[src/hw/rtl/fmcp_pkg.sv]
`timescale 1ns / 1ps
// ----------------------------------------------------------------------------
// fmcp_pkg
// Shared types, constants and the control store of the feeder motor cascade
// proportional controller.
// ----------------------------------------------------------------------------
package fmcp_pkg;

    localparam int AVG_TAPS_DEF   = 5;
    localparam int COUNT_BITS_DEF = 16;

    localparam int CFG_IDX_W  = 3;
    localparam int CFG_DATA_W = 24;
    localparam int UPC_W      = 4;

    localparam int SAMPLE_W = 21;
    localparam int AVG_W    = 24;
    localparam int PULSE_W  = 32;
    localparam int DRIVE_W  = 10;

    // Reciprocals for exact floor division by 13 and by 125.
    localparam logic [28:0] RECIP_13  = 29'd330382100;
    localparam logic [17:0] RECIP_125 = 18'd134218;

    localparam logic [9:0]  DRIVE_MAX      = 10'd600;
    localparam logic [9:0]  DRIVE_ERROR    = 10'd350;
    localparam logic [8:0]  SETPOINT_MAX   = 9'd256;
    localparam logic [19:0] OUTER_PROD_SAT = 20'd1000;
    localparam logic [23:0] LAG_LIMIT      = 24'd256;

    localparam logic [9:0]  OUTER_GAIN_RST  = 10'd180;
    localparam logic [7:0]  INNER_GAIN_RST  = 8'd35;
    localparam logic [23:0] STALL_MIN_RST   = 24'd256;
    localparam logic [15:0] STALL_LIMIT_RST = 16'd100;

    typedef enum logic [1:0] {
        OP_TICK  = 2'd0,
        OP_STEP  = 2'd1,
        OP_STALL = 2'd2
    } t_op;

    typedef enum logic [CFG_IDX_W-1:0] {
        CFG_OUTER_GAIN  = 3'd0,
        CFG_INNER_GAIN  = 3'd1,
        CFG_STALL_MIN   = 3'd2,
        CFG_STALL_LIMIT = 3'd3,
        CFG_ERR_CHECK   = 3'd4,
        CFG_ERR_DRIVE   = 3'd5
    } t_cfg_idx;

    typedef enum logic [3:0] {
        UOP_NOP        = 4'd0,
        UOP_SAMPLE_MUL = 4'd1,
        UOP_RING_UPD   = 4'd2,
        UOP_AVG_MUL    = 4'd3,
        UOP_AVG_SET    = 4'd4,
        UOP_POS_SET    = 4'd5,
        UOP_POS_DELTA  = 4'd6,
        UOP_SPD_DELTA  = 4'd7,
        UOP_DRV_MUL    = 4'd8,
        UOP_DRV_SET    = 4'd9,
        UOP_STEP_GOAL  = 4'd10,
        UOP_STALL      = 4'd11,
        UOP_ERR_DRIVE  = 4'd12,
        UOP_EMIT       = 4'd13
    } t_uop;

    typedef enum logic [1:0] {
        JC_NEXT     = 2'd0,
        JC_GOTO     = 2'd1,
        JC_IF_SPEED = 2'd2
    } t_jcond;

    typedef struct packed {
        t_uop              uop;
        t_jcond            jc;
        logic [UPC_W-1:0]  target;
    } t_uword;

    typedef struct packed {
        logic [9:0]  outer_gain;
        logic [7:0]  inner_gain;
        logic [23:0] stall_speed_min;
        logic [15:0] stall_limit;
        logic        err_check_en;
        logic        err_drive_en;
    } t_cfg;

    typedef struct packed {
        logic load;
        t_uop uop;
    } t_dp_ctrl;

    typedef struct packed {
        logic pos_mode;
        logic err_latch;
    } t_dp_stat;

    localparam logic [UPC_W-1:0] UA_TICK      = 4'd0;
    localparam logic [UPC_W-1:0] UA_SPEED     = 4'd6;
    localparam logic [UPC_W-1:0] UA_DRIVE_MUL = 4'd7;
    localparam logic [UPC_W-1:0] UA_STEP      = 4'd9;
    localparam logic [UPC_W-1:0] UA_STALL     = 4'd10;
    localparam logic [UPC_W-1:0] UA_ERR       = 4'd11;
    localparam logic [UPC_W-1:0] UA_EMIT      = 4'd12;

    function automatic t_uword ucode_rom(input logic [UPC_W-1:0] addr);
        t_uword w;
        w = '{uop: UOP_EMIT, jc: JC_NEXT, target: UA_EMIT};
        unique case (addr)
            4'd0:  w = '{uop: UOP_SAMPLE_MUL, jc: JC_NEXT,     target: UA_EMIT};
            4'd1:  w = '{uop: UOP_RING_UPD,   jc: JC_NEXT,     target: UA_EMIT};
            4'd2:  w = '{uop: UOP_AVG_MUL,    jc: JC_NEXT,     target: UA_EMIT};
            4'd3:  w = '{uop: UOP_AVG_SET,    jc: JC_IF_SPEED, target: UA_SPEED};
            4'd4:  w = '{uop: UOP_POS_SET,    jc: JC_NEXT,     target: UA_EMIT};
            4'd5:  w = '{uop: UOP_POS_DELTA,  jc: JC_GOTO,     target: UA_DRIVE_MUL};
            4'd6:  w = '{uop: UOP_SPD_DELTA,  jc: JC_NEXT,     target: UA_EMIT};
            4'd7:  w = '{uop: UOP_DRV_MUL,    jc: JC_NEXT,     target: UA_EMIT};
            4'd8:  w = '{uop: UOP_DRV_SET,    jc: JC_GOTO,     target: UA_EMIT};
            4'd9:  w = '{uop: UOP_STEP_GOAL,  jc: JC_GOTO,     target: UA_EMIT};
            4'd10: w = '{uop: UOP_STALL,      jc: JC_GOTO,     target: UA_EMIT};
            4'd11: w = '{uop: UOP_ERR_DRIVE,  jc: JC_GOTO,     target: UA_EMIT};
            default: w = '{uop: UOP_EMIT,     jc: JC_NEXT,     target: UA_EMIT};
        endcase
        return w;
    endfunction

    function automatic logic [UPC_W-1:0] entry_addr(input logic [1:0] op,
                                                    input logic err_hold);
        logic [UPC_W-1:0] a;
        a = UA_EMIT;
        unique case (op)
            OP_TICK:  a = err_hold ? UA_ERR : UA_TICK;
            OP_STEP:  a = UA_STEP;
            OP_STALL: a = UA_STALL;
            default:  a = UA_EMIT;
        endcase
        return a;
    endfunction

endpackage

[src/hw/rtl/fmcp_dpath.sv]
`timescale 1ns / 1ps
// ----------------------------------------------------------------------------
// fmcp_dpath
// Controller datapath: speed ring, pulse counters, stall logic and one shared
// multiplier, all driven by the micro-operation of the current step.
// ----------------------------------------------------------------------------
module fmcp_dpath #(
    parameter int AVG_TAPS   = fmcp_pkg::AVG_TAPS_DEF,
    parameter int COUNT_BITS = fmcp_pkg::COUNT_BITS_DEF
) (
    input  logic                 i_clk,
    input  logic                 i_rst_n,
    input  fmcp_pkg::t_dp_ctrl   i_ctrl,
    input  fmcp_pkg::t_cfg       i_cfg,
    input  logic signed [15:0]   i_encoder_delta,
    input  logic                 i_position_mode,
    input  logic [23:0]          i_speed_target,
    input  logic                 i_load_command,
    input  logic                 i_mouse_left,
    input  logic                 i_switch_up,
    input  logic                 i_computer_mode,
    input  logic [15:0]          i_step_size,
    output fmcp_pkg::t_dp_stat   o_stat,
    output logic [9:0]           o_drive,
    output logic                 o_drive_written,
    output logic                 o_working_flag,
    output logic                 o_motor_error,
    output logic [23:0]          o_average_speed
);

    localparam int SAMPLE_W = fmcp_pkg::SAMPLE_W;
    localparam int SLOT_W   = $clog2(AVG_TAPS);
    localparam int SUM_W    = SAMPLE_W + $clog2(AVG_TAPS);
    localparam int MUL_A_W  = (SUM_W > 25) ? SUM_W : 25;
    localparam int MUL_B_W  = 32;
    localparam int PROD_W   = MUL_A_W + MUL_B_W;
    localparam int CMP_W    = (COUNT_BITS > 16) ? COUNT_BITS : 16;
    localparam logic [31:0] AVG_RECIP =
        32'(((64'd1 << 32) + 64'(AVG_TAPS) - 64'd1) / 64'(AVG_TAPS));
    localparam logic [SLOT_W-1:0] SLOT_LAST = SLOT_W'(AVG_TAPS - 1);

    // Captured request.
    logic signed [15:0] r_enc;
    logic               r_pos_mode;
    logic [23:0]        r_target;
    logic               r_cmd;
    logic               r_ml;
    logic               r_sw;
    logic               r_cm;
    logic [15:0]        r_step;

    // Controller state.
    logic [SAMPLE_W-1:0]   r_ring [AVG_TAPS];
    logic [SLOT_W-1:0]     r_slot;
    logic [SUM_W-1:0]      r_sum;
    logic [23:0]           r_avg;
    logic [31:0]           r_pulse_count;
    logic [31:0]           r_pulse_goal;
    logic [COUNT_BITS-1:0] r_slow;
    logic                  r_err;
    logic                  r_working;
    logic [9:0]            r_drive;
    logic                  r_written;

    // Scratch registers.
    logic [PROD_W-1:0] r_prod;
    logic [23:0]       r_delta;
    logic              r_big;
    logic              r_err_pos;

    logic [15:0]          w_neg;
    logic [14:0]          w_abs;
    logic [24:0]          w_x;
    logic [SAMPLE_W-1:0]  w_sample;
    logic [23:0]          w_avg_q;
    logic [31:0]          w_perr;
    logic                 w_perr_pos;
    logic [9:0]           w_esat;
    logic [19:0]          w_outer_prod;
    logic [8:0]           w_set;
    logic [24:0]          w_pdiff;
    logic [24:0]          w_sdiff;
    logic                 w_lag;
    logic [10:0]          w_g5;
    logic                 w_drv_over;
    logic [9:0]           w_drv_clamp;
    logic                 w_gate;
    logic [COUNT_BITS-1:0] w_slow_next;
    logic [MUL_A_W-1:0]   w_mul_a;
    logic [MUL_B_W-1:0]   w_mul_b;

    assign w_neg = 16'(-r_enc);
    assign w_abs = r_enc[15] ? ((r_enc == 16'sh8000) ? 15'h7FFF : w_neg[14:0])
                             : r_enc[14:0];
    assign w_x   = (25'(w_abs) << 9) + (25'(w_abs) << 7);

    assign w_sample = r_prod[32 +: SAMPLE_W];
    assign w_avg_q  = r_prod[32 +: 24];

    assign w_perr     = r_pulse_goal - r_pulse_count;
    assign w_perr_pos = !w_perr[31] && (w_perr != 32'd0);
    assign w_esat     = (w_perr[31:10] != 22'd0) ? 10'h3FF : w_perr[9:0];
    assign w_outer_prod = r_prod[19:0];

    assign w_set   = !r_err_pos ? 9'd0
                   : (r_big ? fmcp_pkg::SETPOINT_MAX : {1'b0, r_prod[24 +: 8]});
    assign w_pdiff = {16'd0, w_set} - {1'b0, r_avg};
    assign w_sdiff = {1'b0, r_target} - {1'b0, r_avg};
    assign w_lag   = !w_sdiff[24] && (w_sdiff[23:0] > fmcp_pkg::LAG_LIMIT);

    assign w_g5 = 11'({i_cfg.inner_gain, 2'b00}) + 11'(i_cfg.inner_gain);

    assign w_drv_over  = r_prod[PROD_W-1:8] > (PROD_W - 8)'(fmcp_pkg::DRIVE_MAX);
    assign w_drv_clamp = w_drv_over ? fmcp_pkg::DRIVE_MAX : r_prod[17:8];
    assign w_gate      = r_pos_mode || (r_cm ? (r_cmd && r_ml) : (r_cmd && r_sw));

    always_comb begin
        if (r_avg < i_cfg.stall_speed_min) begin
            w_slow_next = (r_slow == {COUNT_BITS{1'b1}}) ? r_slow
                                                         : r_slow + COUNT_BITS'(1);
        end else begin
            w_slow_next = '0;
        end
    end

    always_comb begin
        w_mul_a = '0;
        w_mul_b = '0;
        case (i_ctrl.uop)
            fmcp_pkg::UOP_SAMPLE_MUL: begin
                w_mul_a = MUL_A_W'(w_x);
                w_mul_b = MUL_B_W'(fmcp_pkg::RECIP_13);
            end
            fmcp_pkg::UOP_AVG_MUL: begin
                w_mul_a = MUL_A_W'(r_sum);
                w_mul_b = AVG_RECIP;
            end
            fmcp_pkg::UOP_AVG_SET: begin
                w_mul_a = MUL_A_W'(w_esat);
                w_mul_b = MUL_B_W'(i_cfg.outer_gain);
            end
            fmcp_pkg::UOP_POS_SET: begin
                w_mul_a = MUL_A_W'({w_outer_prod[9:0], 5'b00000});
                w_mul_b = MUL_B_W'(fmcp_pkg::RECIP_125);
            end
            fmcp_pkg::UOP_DRV_MUL: begin
                w_mul_a = MUL_A_W'(r_delta);
                w_mul_b = MUL_B_W'(w_g5);
            end
            default: begin
                w_mul_a = '0;
                w_mul_b = '0;
            end
        endcase
    end

    always_ff @(posedge i_clk) begin
        r_prod <= PROD_W'(w_mul_a) * PROD_W'(w_mul_b);
        if (i_ctrl.load) begin
            r_enc      <= i_encoder_delta;
            r_pos_mode <= i_position_mode;
            r_target   <= i_speed_target;
            r_cmd      <= i_load_command;
            r_ml       <= i_mouse_left;
            r_sw       <= i_switch_up;
            r_cm       <= i_computer_mode;
            r_step     <= i_step_size;
        end
        case (i_ctrl.uop)
            fmcp_pkg::UOP_AVG_SET: begin
                r_err_pos <= w_perr_pos;
            end
            fmcp_pkg::UOP_POS_SET: begin
                r_big <= w_outer_prod >= fmcp_pkg::OUTER_PROD_SAT;
            end
            fmcp_pkg::UOP_POS_DELTA: begin
                r_delta <= w_pdiff[24] ? 24'd0 : w_pdiff[23:0];
            end
            fmcp_pkg::UOP_SPD_DELTA: begin
                r_delta <= w_sdiff[24] ? 24'd0 : w_sdiff[23:0];
            end
            default: begin
            end
        endcase
    end

    always_ff @(posedge i_clk) begin
        if (!i_rst_n) begin
            for (int i = 0; i < AVG_TAPS; i++) begin
                r_ring[i] <= '0;
            end
            r_slot        <= '0;
            r_sum         <= '0;
            r_avg         <= '0;
            r_pulse_count <= '0;
            r_pulse_goal  <= '0;
            r_slow        <= '0;
            r_err         <= 1'b0;
            r_working     <= 1'b1;
            r_drive       <= '0;
            r_written     <= 1'b0;
        end else begin
            if (i_ctrl.load) begin
                r_written <= 1'b0;
            end
            case (i_ctrl.uop)
                fmcp_pkg::UOP_RING_UPD: begin
                    r_ring[r_slot] <= w_sample;
                    r_sum  <= r_sum - SUM_W'(r_ring[r_slot]) + SUM_W'(w_sample);
                    r_slot <= (r_slot == SLOT_LAST) ? '0 : r_slot + SLOT_W'(1);
                    if (r_pos_mode) begin
                        r_pulse_count <= r_pulse_count + 32'(w_abs);
                    end
                end
                fmcp_pkg::UOP_AVG_SET: begin
                    r_avg <= w_avg_q;
                end
                fmcp_pkg::UOP_SPD_DELTA: begin
                    r_working <= !(w_lag && r_cmd && (r_ml || r_sw));
                end
                fmcp_pkg::UOP_DRV_SET: begin
                    r_drive   <= w_gate ? w_drv_clamp : 10'd0;
                    r_written <= 1'b1;
                end
                fmcp_pkg::UOP_STEP_GOAL: begin
                    r_pulse_count <= r_pulse_goal;
                    r_pulse_goal  <= r_pulse_goal + 32'(r_step);
                end
                fmcp_pkg::UOP_STALL: begin
                    if (CMP_W'(w_slow_next) >= CMP_W'(i_cfg.stall_limit)) begin
                        r_slow <= '0;
                        r_err  <= 1'b1;
                    end else begin
                        r_slow <= w_slow_next;
                    end
                end
                fmcp_pkg::UOP_ERR_DRIVE: begin
                    if (i_cfg.err_drive_en) begin
                        r_drive   <= fmcp_pkg::DRIVE_ERROR;
                        r_written <= 1'b1;
                    end
                end
                default: begin
                end
            endcase
        end
    end

    assign o_stat.pos_mode  = r_pos_mode;
    assign o_stat.err_latch = r_err;
    assign o_drive          = r_drive;
    assign o_drive_written  = r_written;
    assign o_working_flag   = r_working;
    assign o_motor_error    = r_err;
    assign o_average_speed  = r_avg;

endmodule

[src/hw/rtl/feeder_motor_cascade_p_control.sv]
`timescale 1ns / 1ps
// ----------------------------------------------------------------------------
// feeder_motor_cascade_p_control
// Feeder motor cascade proportional controller with a microcoded sequencer.
//
// A request enters on i_valid/o_ready and carries an op: a control tick, a
// position step or a stall check. Each request yields one result on
// o_valid/i_ready with the drive value, whether this request wrote it, the
// working flag, the latched motor error and the averaged Q8 speed.
// The sequencer takes one request at a time and steps through a control
// store; each step drives the datapath around one shared multiplier.
// A control tick runs nine steps in position mode and eight in speed mode.
// A position step, a stall check and a tick held off by a latched error run
// two steps, an unused op one. The next request can be accepted in the cycle
// after the result is loaded. The result sits in an output register, so a new
// request can be accepted while a result waits; when the receiver stalls, the
// final step holds until the output register is free. Configuration writes on
// i_cfg_we take effect at once; the user must make them only while the block
// is idle, as the block itself does not enforce this.
// Reset is synchronous and clears the speed ring, counters, error latch and
// drive, sets the working flag and loads the register reset values.
// ----------------------------------------------------------------------------
module feeder_motor_cascade_p_control #(
    parameter int AVG_TAPS   = fmcp_pkg::AVG_TAPS_DEF,
    parameter int COUNT_BITS = fmcp_pkg::COUNT_BITS_DEF
) (
    input  logic                            i_clk,
    input  logic                            i_rst_n,
    input  logic                            i_cfg_we,
    input  logic [fmcp_pkg::CFG_IDX_W-1:0]  i_cfg_idx,
    input  logic [fmcp_pkg::CFG_DATA_W-1:0] i_cfg_wdata,
    input  logic                            i_valid,
    output logic                            o_ready,
    input  logic [1:0]                      i_op,
    input  logic signed [15:0]              i_encoder_delta,
    input  logic                            i_position_mode,
    input  logic [23:0]                     i_speed_target,
    input  logic                            i_load_command,
    input  logic                            i_mouse_left,
    input  logic                            i_switch_up,
    input  logic                            i_computer_mode,
    input  logic [15:0]                     i_step_size,
    output logic                            o_valid,
    input  logic                            i_ready,
    output logic [9:0]                      o_drive,
    output logic                            o_drive_written,
    output logic                            o_working_flag,
    output logic                            o_motor_error,
    output logic [23:0]                     o_average_speed
);

    localparam int UPC_W = fmcp_pkg::UPC_W;

    fmcp_pkg::t_cfg     r_cfg;
    fmcp_pkg::t_dp_ctrl w_ctrl;
    fmcp_pkg::t_dp_stat w_stat;
    fmcp_pkg::t_uword   w_uword;

    logic             r_busy;
    logic [UPC_W-1:0] r_upc;
    logic [UPC_W-1:0] n_upc;
    logic             w_accept;
    logic             w_emit;
    logic             w_out_free;

    logic [9:0]  w_drive;
    logic        w_written;
    logic        w_working;
    logic        w_error;
    logic [23:0] w_avg;

    logic        r_out_valid;
    logic [9:0]  r_out_drive;
    logic        r_out_written;
    logic        r_out_working;
    logic        r_out_error;
    logic [23:0] r_out_avg;

    always_ff @(posedge i_clk) begin
        if (!i_rst_n) begin
            r_cfg.outer_gain      <= fmcp_pkg::OUTER_GAIN_RST;
            r_cfg.inner_gain      <= fmcp_pkg::INNER_GAIN_RST;
            r_cfg.stall_speed_min <= fmcp_pkg::STALL_MIN_RST;
            r_cfg.stall_limit     <= fmcp_pkg::STALL_LIMIT_RST;
            r_cfg.err_check_en    <= 1'b1;
            r_cfg.err_drive_en    <= 1'b0;
        end else if (i_cfg_we) begin
            unique case (i_cfg_idx)
                fmcp_pkg::CFG_OUTER_GAIN:  r_cfg.outer_gain      <= i_cfg_wdata[9:0];
                fmcp_pkg::CFG_INNER_GAIN:  r_cfg.inner_gain      <= i_cfg_wdata[7:0];
                fmcp_pkg::CFG_STALL_MIN:   r_cfg.stall_speed_min <= i_cfg_wdata[23:0];
                fmcp_pkg::CFG_STALL_LIMIT: r_cfg.stall_limit     <= i_cfg_wdata[15:0];
                fmcp_pkg::CFG_ERR_CHECK:   r_cfg.err_check_en    <= i_cfg_wdata[0];
                fmcp_pkg::CFG_ERR_DRIVE:   r_cfg.err_drive_en    <= i_cfg_wdata[0];
                default: begin
                end
            endcase
        end
    end

    assign o_ready    = !r_busy;
    assign w_accept   = i_valid && o_ready;
    assign w_uword    = fmcp_pkg::ucode_rom(r_upc);
    assign w_out_free = !r_out_valid || i_ready;
    assign w_emit     = r_busy && (w_uword.uop == fmcp_pkg::UOP_EMIT) && w_out_free;

    assign w_ctrl.load = w_accept;
    assign w_ctrl.uop  = r_busy ? w_uword.uop : fmcp_pkg::UOP_NOP;

    always_comb begin
        n_upc = r_upc + UPC_W'(1);
        case (w_uword.jc)
            fmcp_pkg::JC_GOTO:     n_upc = w_uword.target;
            fmcp_pkg::JC_IF_SPEED: n_upc = w_stat.pos_mode ? r_upc + UPC_W'(1)
                                                           : w_uword.target;
            default:               n_upc = r_upc + UPC_W'(1);
        endcase
    end

    always_ff @(posedge i_clk) begin
        if (!i_rst_n) begin
            r_busy <= 1'b0;
            r_upc  <= fmcp_pkg::UA_EMIT;
        end else if (w_accept) begin
            r_busy <= 1'b1;
            r_upc  <= fmcp_pkg::entry_addr(i_op, r_cfg.err_check_en && w_stat.err_latch);
        end else if (r_busy) begin
            if (w_uword.uop == fmcp_pkg::UOP_EMIT) begin
                if (w_out_free) begin
                    r_busy <= 1'b0;
                end
            end else begin
                r_upc <= n_upc;
            end
        end
    end

    fmcp_dpath #(
        .AVG_TAPS   (AVG_TAPS),
        .COUNT_BITS (COUNT_BITS)
    ) u_dpath (
        .i_clk           (i_clk),
        .i_rst_n         (i_rst_n),
        .i_ctrl          (w_ctrl),
        .i_cfg           (r_cfg),
        .i_encoder_delta (i_encoder_delta),
        .i_position_mode (i_position_mode),
        .i_speed_target  (i_speed_target),
        .i_load_command  (i_load_command),
        .i_mouse_left    (i_mouse_left),
        .i_switch_up     (i_switch_up),
        .i_computer_mode (i_computer_mode),
        .i_step_size     (i_step_size),
        .o_stat          (w_stat),
        .o_drive         (w_drive),
        .o_drive_written (w_written),
        .o_working_flag  (w_working),
        .o_motor_error   (w_error),
        .o_average_speed (w_avg)
    );

    always_ff @(posedge i_clk) begin
        if (!i_rst_n) begin
            r_out_valid <= 1'b0;
        end else if (w_emit) begin
            r_out_valid <= 1'b1;
        end else if (i_ready) begin
            r_out_valid <= 1'b0;
        end
    end

    always_ff @(posedge i_clk) begin
        if (w_emit) begin
            r_out_drive   <= w_drive;
            r_out_written <= w_written;
            r_out_working <= w_working;
            r_out_error   <= w_error;
            r_out_avg     <= w_avg;
        end
    end

    assign o_valid         = r_out_valid;
    assign o_drive         = r_out_drive;
    assign o_drive_written = r_out_written;
    assign o_working_flag  = r_out_working;
    assign o_motor_error   = r_out_error;
    assign o_average_speed = r_out_avg;

    a_drive_range: assert property (@(posedge i_clk) disable iff (!i_rst_n)
        o_valid |-> (o_drive <= fmcp_pkg::DRIVE_MAX))
        else $error("drive value above its limit");

    a_error_sticky: assert property (@(posedge i_clk) disable iff (!i_rst_n)
        w_stat.err_latch |=> w_stat.err_latch)
        else $error("motor error latch cleared without reset");

    a_emit_hold: assert property (@(posedge i_clk) disable iff (!i_rst_n)
        (r_busy && (w_uword.uop == fmcp_pkg::UOP_EMIT) && r_out_valid && !i_ready)
        |=> (r_busy && $stable(r_upc)))
        else $error("sequencer left the final step while the output was blocked");

    a_emit_done: assert property (@(posedge i_clk) disable iff (!i_rst_n)
        w_emit |=> (r_out_valid && !r_busy))
        else $error("final step did not deliver a result");

endmodule

[config.mk]
export PLATFORM = sky130hd
export DESIGN_NAME = feeder_motor_cascade_p_control
export DESIGN_NICKNAME = d
export VERILOG_FILES = /design/src/hw/rtl/fmcp_pkg.sv /design/src/hw/rtl/fmcp_dpath.sv /design/src/hw/rtl/feeder_motor_cascade_p_control.sv
export SDC_FILE = /design/constraint.sdc
export NUM_CORES = 2
export LEC_CHECK = 0
export BUFFER_PORTS_ARGS = -buffer_cell sky130_fd_sc_hd__buf_2
export CORE_MARGIN = 2
export CORE_UTILIZATION = 55
export CTS_BUF_LIST = sky130_fd_sc_hd__clkbuf_4 sky130_fd_sc_hd__clkbuf_8
export DETAILED_ROUTE_END_ITERATION = 6
export PLACE_DENSITY_LB_ADDON = 0.12
export SLEW_MARGIN = 15
export SYNTH_ARGS = -nofsm -noshare
export SYNTH_HDL_FRONTEND = slang
export SYNTH_SLANG_ARGS = --single-unit
export TNS_END_PERCENT = 10
[constraint.sdc]
create_clock -name i_clk -period 15.1 [get_ports i_clk]
set_input_delay 1.51 -clock i_clk [delete_from_list [all_inputs] [get_ports i_clk]]
set_output_delay 1.51 -clock i_clk [all_outputs]
set_load 0.01 [all_outputs]
## Word level (Yosys, flattened, before mapping)

Memories as Yosys holds them, arrays and structs flattened. A register that Yosys moved wholly into a read port is not among the register bits.
Cells that the tools add are included.

| storage, ports and cells | value |
|---|---|
| memories kept | 2 |
| memory bits (writable) | 105 |
| bits in registers | 391 |
| memory bits (read-only) | 144 |
| latch bits | 0 |
| logic and storage cells | 172 |
| output and inout port bits | 39 |

Memories:

| memory | words | bits a word | read ports | clocked after memory_dff | write ports | line | source |
|---|---|---|---|---|---|---|---|
| (no name shown) | 16 | 9 | 1 | 1 | 0 | fmcp_pkg.sv:110 | `unique case (addr)` |
| u_dpath.r_ring | 5 | 21 | 1 | 1 | 5 | fmcp_dpath.sv:53 | `logic [SAMPLE_W-1:0] r_ring [AVG_TAPS];` |

| operators by class | value |
|---|---|
| bitwise gates (word level) | 0 |
| multipliers | 1 |
| shift operators | 0 |
| equal/unequal tests | 28 |
| order comparisons | 5 |
| reductions and logical operators | 38 |
| div/mod/pow operators | 0 |
| $add $sub $neg | 13 |
| muxes and demuxes | 49 |

Operators with widths:

| operator | count |
|---|---|
| one-hot mux 30 bit (5 select lines) | 1 |
| one-hot mux 25 bit (5 select lines) | 1 |
| one-hot mux 32 bit (2 select lines) | 1 |
| multiplier 25 x 30 -> 55 bit | 1 |
| greater-than comparator 49 x 10 -> 1 bit, second input constant | 1 |
| 2-to-1 mux 16 bit | 3 |
| 2-to-1 mux 24 bit | 2 |
| one-hot mux 24 bit (2 select lines) | 1 |
| 2-to-1 mux 10 bit | 4 |
| adder 32 x 15 -> 32 bit | 1 |
| adder 32 x 16 -> 32 bit | 1 |
| == test 16 bit, second input constant | 2 |
| 2-to-1 mux 32 bit | 1 |
| 2-to-1 mux 4 bit | 8 |
| nonzero test 32 bit | 1 |
| subtractor 32 bit | 1 |
| 2-to-1 mux 15 bit | 2 |
| adder 24 x 22 -> 25 bit | 1 |
| subtractor 24 x 24 -> 25 bit | 1 |
| subtractor 9 x 24 -> 25 bit | 1 |
| adder 24 x 21 -> 24 bit | 1 |
| == test 4 bit, second input constant | 6 |
| greater-than comparator 24 x 9 -> 1 bit, second input constant | 1 |
| < comparator 24 bit | 1 |
| other kinds (35) | 90 |

## Depth between registers and ports, before layout

| logic depth | value |
|---|---|
| word-level depth | 8 |
| mapped depth | 50 |
| gate-level depth less buffers | 46 |

## Modules after synthesis

Synthesis repeated with hierarchy kept, for this count alone.

| second synthesis, totals | value |
|---|---|
| cells, all modules | 5286 |
| area, all modules | 50440.9 µm² |

By module, submodules not included:

| module | area each (µm²) | cells each | times used | seq. area each (µm²) |
|---|---|---|---|---|
| fmcp_dpath | 46194.3 | 4872 | 1 | 11741.3 |
| feeder_motor_cascade_p_control | 4246.6 | 414 | 1 | 2612.5 |

## Least setup slack after synthesis

Ideal clock, no wire load.

| timing path | value |
|---|---|
| kind | flip-flop to flip-flop |
| start | register u_dpath.r_enc[0] |
| end | register u_dpath.r_prod[53] |
| path slack | 3.903 ns |
| data required time | 15.028 ns |
| setup time | 0.072 ns |
| arrival time | 11.125 ns |
| cell stages (with the launch flop) | 48 |
| cell sequence | edfxtp_1 -> inv_1 -> ha_1 -> nand2_1 -> or3_1 -> or3_1 -> or3_1 -> or4b_1 -> clkbuf_1 -> nor2b_1 -> a21oi_1 -> inv_1 -> fa_1 -> nor2b_1 -> o21ai_0 -> a21boi_0 -> o21ai_0 -> a21oi_1 -> [12 not listed] -> fa_1 -> inv_1 -> fa_1 -> fa_1 -> inv_1 -> fa_1 -> inv_1 -> ha_1 -> buf_2 -> nand3_1 -> o221ai_1 -> a221oi_1 -> o21ai_0 -> a41oi_1 -> a21oi_1 -> a221o_1 -> a21oi_1 -> xnor2_1 |

| between the ends | value |
|---|---|
| longest elaborated chain between the ends | 6 |

RTL lines:

| what | line | source |
|---|---|---|
| start: declaration | fmcp_dpath.sv:43 | `logic signed [15:0] r_enc;` |
| start signal: assignment | fmcp_dpath.sv:160 | `r_enc <= i_encoder_delta;` |
| negation 15 bit / == test 16 bit (equally long branches) | fmcp_dpath.sv:92, fmcp_dpath.sv:93 |  |
| 2-to-1 mux 15 bit | fmcp_dpath.sv:93 | `assign w_abs = r_enc[15] ? ((r_enc == 16'sh8000) ? 15'h7FFF : w_neg[14:0])` |
| 2-to-1 mux 15 bit (*) | fmcp_dpath.sv:93 |  |
| adder 24 x 22 -> 25 bit (*) | fmcp_dpath.sv:95 | `assign w_x = (25'(w_abs) << 9) + (25'(w_abs) << 7);` |
| one-hot mux 25 bit (5 select lines) (*) | fmcp_dpath.sv:129 | `case (i_ctrl.uop)` |
| multiplier 25 x 30 -> 55 bit (*) | fmcp_dpath.sv:158 | `r_prod <= PROD_W'(w_mul_a) * PROD_W'(w_mul_b);` |
| end signal: assignment | fmcp_dpath.sv:158 |  |
| end: declaration | fmcp_dpath.sv:66 | `logic [PROD_W-1:0] r_prod;` |

Mark *: on every way between the ends. The rest lies on a longest branch, timed or not.
A chain may end at the register's enable or synchronous reset.

## Worst setup path in the final report

Same ends and word-level chain as after synthesis.

==> results.toml <==
[sta]
clock.fmax_mhz = 75.1
drv_slew = 0
finalCriticalPeriod_ps = 13320
worst_slack_ps = 1780
finalHoldViolCount = 0
hold_ws_ps = 418
relSlewSlack_pct = 15.3
setup_violations = 0
finalClockSkew_ps = 59.3
rsz0062_at_grt = "no"
fin_tns_setup_ps = 0
period_share_pct = 88.2
tightest_slew_ps = 1270

[route]
drt-vias-per-instance = 5.86
drt_iter0_drc = 3380
dr_total_vias = 39253
dr.pass1.iters = 6
drc_errors = 0
drt_wl_total_um = 148000
ant_nets = 0
wl_per_cell_um = 22.1

[grt]
met3_usage_pct = 5.62
grt_max_degree = 68
grt_pass1_vias = 38506
grt-ovfl-total = 0
use_met1_pct = 45.3
grt_antenna_before_repair = 6
grtUsageMet2_pct = 48.7
busiest_layer = "met2"
grt.total_usage_pct = 31.7
grt_pass1_wl_um = 229000

[clocking]
cts-resized-gates = 0
clock-root-buffer = "clkbuf_8"
insertion_delay_ps = 820
cts_hold_buf = 0
cts.sinks = 567
post_cts_buffers = 0
ctsHtreeMaxLevel = 3
clock_path_buffers = 3
cts_tree = "yes"
numCtsBuffers = 98
path_clk_slew_ps = 60

[synth]
yosys_warnings = 0
synth-edff-count = 291
synth.avg_cell_area_um2 = 9.50
synth_cells = 5308
yosysTopAreaCell = "fa_1"
synth-seq-cells = 567
synthFlopType = "edfxtp_1"
synthArstFlopShare_pct = 0
yosysMostFrequentCell = "inv_1"
synth_area_um2 = 50400
synth_top_area_share_pct = 19.5
ys_top_cells_by_area = "fa_1 (19%), edfxtp_1 (17%), ha_1 (12%)"
yosysSeqAreaShare_pct = 28.3
yosys-top-cells-count = "inv_1 (879), nand2_1 (537), fa_1 (491)"
synthDistinctLibCells = 89

[worst_setup_path]
worstPathRequired_ps = 15810
cp-end-kind = "register"
critPathLaunchType = "register"
max_stage_delay_ps = 940
crit_top_cell = "fa_1"
cp_num_buf_inv = 6
reg2reg_from = "u_dpath.r_enc[0]$_DFFE_PP_"
rr_worst_depth = 44
worst-endpoint-arrival_ps = 14030
worst_path_max_delay_cell = "a211oi_1"
crit_family = "compound AO/OA/AOI/OAI gates"
crit_type = "reg -> reg"
r2r-end = "u_dpath.r_prod[53]$_DFF_P_"
ff2ff_setup_slack_ps = 1780
crit_fanout = 15

[place]
place_inst = 6520
dp_slack_ps = 2060
io_buffers = 132
place_area_um2 = 52500
dp_hpwl_um = 117000
gp_congestion = 0.992

[final_layout]
finalInstanceArea_um2 = 54600
fin_nets = 6508
final_util_pct = 59.8
drive_gt1_share_pct = 8.86
area_delta_synth_final_pct = 8.25
fin_cells = 6704

[floorplanning]
dieArea_um2 = 94100
start_util_pct = 55.3
die_height_um = 307
row_count = 111
coreArea_um2 = 91200
io_pins = 134
die_w_um = 307

[status]
status = "finished, final reports clean"

[min_path]
whs_endpoint = "o_drive[6]$_DFFE_PP_"
min_path_type = "reg -> reg"
hp-start = "u_dpath.o_drive[6]$_SDFFE_PN0P_"
holdPathStages = 0

[power_and_ir_drop]
power_mw = 3.88
p_per_area_nw_per_um2 = 71.0
p_leak_nw = 25.4
ir_worst_vdd_v = 0.0000882

[job]
cap_violations = 0
## cells in the final DEF, fill, tap and decap left out, drive strengths merged, types with 57 or more instances in the layout
cell type	synthesis	layout
nor3	120	120
buf	22	195
a21oi	307	307
edfxtp	291	291
nand3	154	154
a21o	108	108
fa	491	491
o21ai	148	148
nand2	537	537
inv	881	886
xor2	57	57
xnor2	106	106
nor4	73	73
and3	93	93
clkbuf	169	138
dfxtp	276	276
nor2	275	275
ha	488	488
## how the worst max path moves through the flow
stage	from	to	cells past startpoint
after floorplan	u_dpath.r_enc[0]$_DFFE_PP_	u_dpath.r_prod[53]$_DFF_P_	47
after global placement	u_dpath.r_enc[0]$_DFFE_PP_	u_dpath.r_prod[45]$_DFF_P_	44
after detailed placement	u_dpath.r_enc[0]$_DFFE_PP_	u_dpath.r_prod[45]$_DFF_P_	44
after CTS	u_dpath.r_enc[0]$_DFFE_PP_	u_dpath.r_prod[53]$_DFF_P_	44
after global routing	u_dpath.r_enc[0]$_DFFE_PP_	u_dpath.r_prod[53]$_DFF_P_	45
final	u_dpath.r_enc[0]$_DFFE_PP_	u_dpath.r_prod[53]$_DFF_P_	44
## metal layers
layer	up-vias	share of wire, %
met5	-	0
met4	0	3.8
met3	252	8.2
met2	1529	44
met1	19211	44
li1	18261	-
## state kept, by name, summed over array words and instances (netlist names), 24 cells and up, named ones only
| signal | count |
|---|---|
| r_cfg | 60 |
| u_dpath.r_delta | 24 |
| u_dpath.r_prod | 55 |
| u_dpath.r_pulse_count | 32 |
| u_dpath.r_pulse_goal | 32 |
| u_dpath.r_ring | 168 |
| u_dpath.r_sum | 24 |
| u_dpath.r_target | 24 |
## logic make-up (layout without fill, tap and decap cells)
| family | Yosys count | count (layout) | share of synthesized area, % |
|---|---|---|---|
| adders and majority gates | 979 | 979 | 31.6 |
| buffers and inverters | 1073 | 1260 | 8.03 |
| DFF | 567 | 567 | 28.3 |
| AOI/OAI and AO/OA | 923 | 923 | 12.0 |
| and+or+nand+nor | 1526 | 1526 | 14.7 |
| other | 2 | 25 | 0.0149 |
| muxes | 75 | 75 | 2.59 |
| xor gates and xnor gates | 163 | 163 | 2.83 |
## worst register-to-register path, delay by kind of cell (launching register included)
family	cells	cell delay, ps
fa+ha+maj	10	4560
buf+inv	6	490
simple gates	12	2940
flops	1	380
compound gates	15	4760
xor+xnor	1	130
## where the power goes
| part | leakage (nW) | switching [mW] | total, mW | internal, mW |
|---|---|---|---|---|
| registers | 5.12 | 0.0440 | 1.73 | 1.69 |
| clock network | 1.09 | 0.692 | 1.49 | 0.797 |
| logic | 19.2 | 0.436 | 0.659 | 0.223 |
## area by class of cell
cell class | instances | area (um2)
Multi-Input combinational cell | 3690 | 32300
Antenna cell | 1 | 2.50
Fill cell | 7981 | 36700
Sequential cell | 567 | 14300
Clock inverter | 45 | 377
Timing Repair Buffer | 195 | 1130
Clock buffer | 138 | 1680
Inverter | 882 | 3320
Tap cell | 1186 | 1480
(Power assumes the default switching activity.)
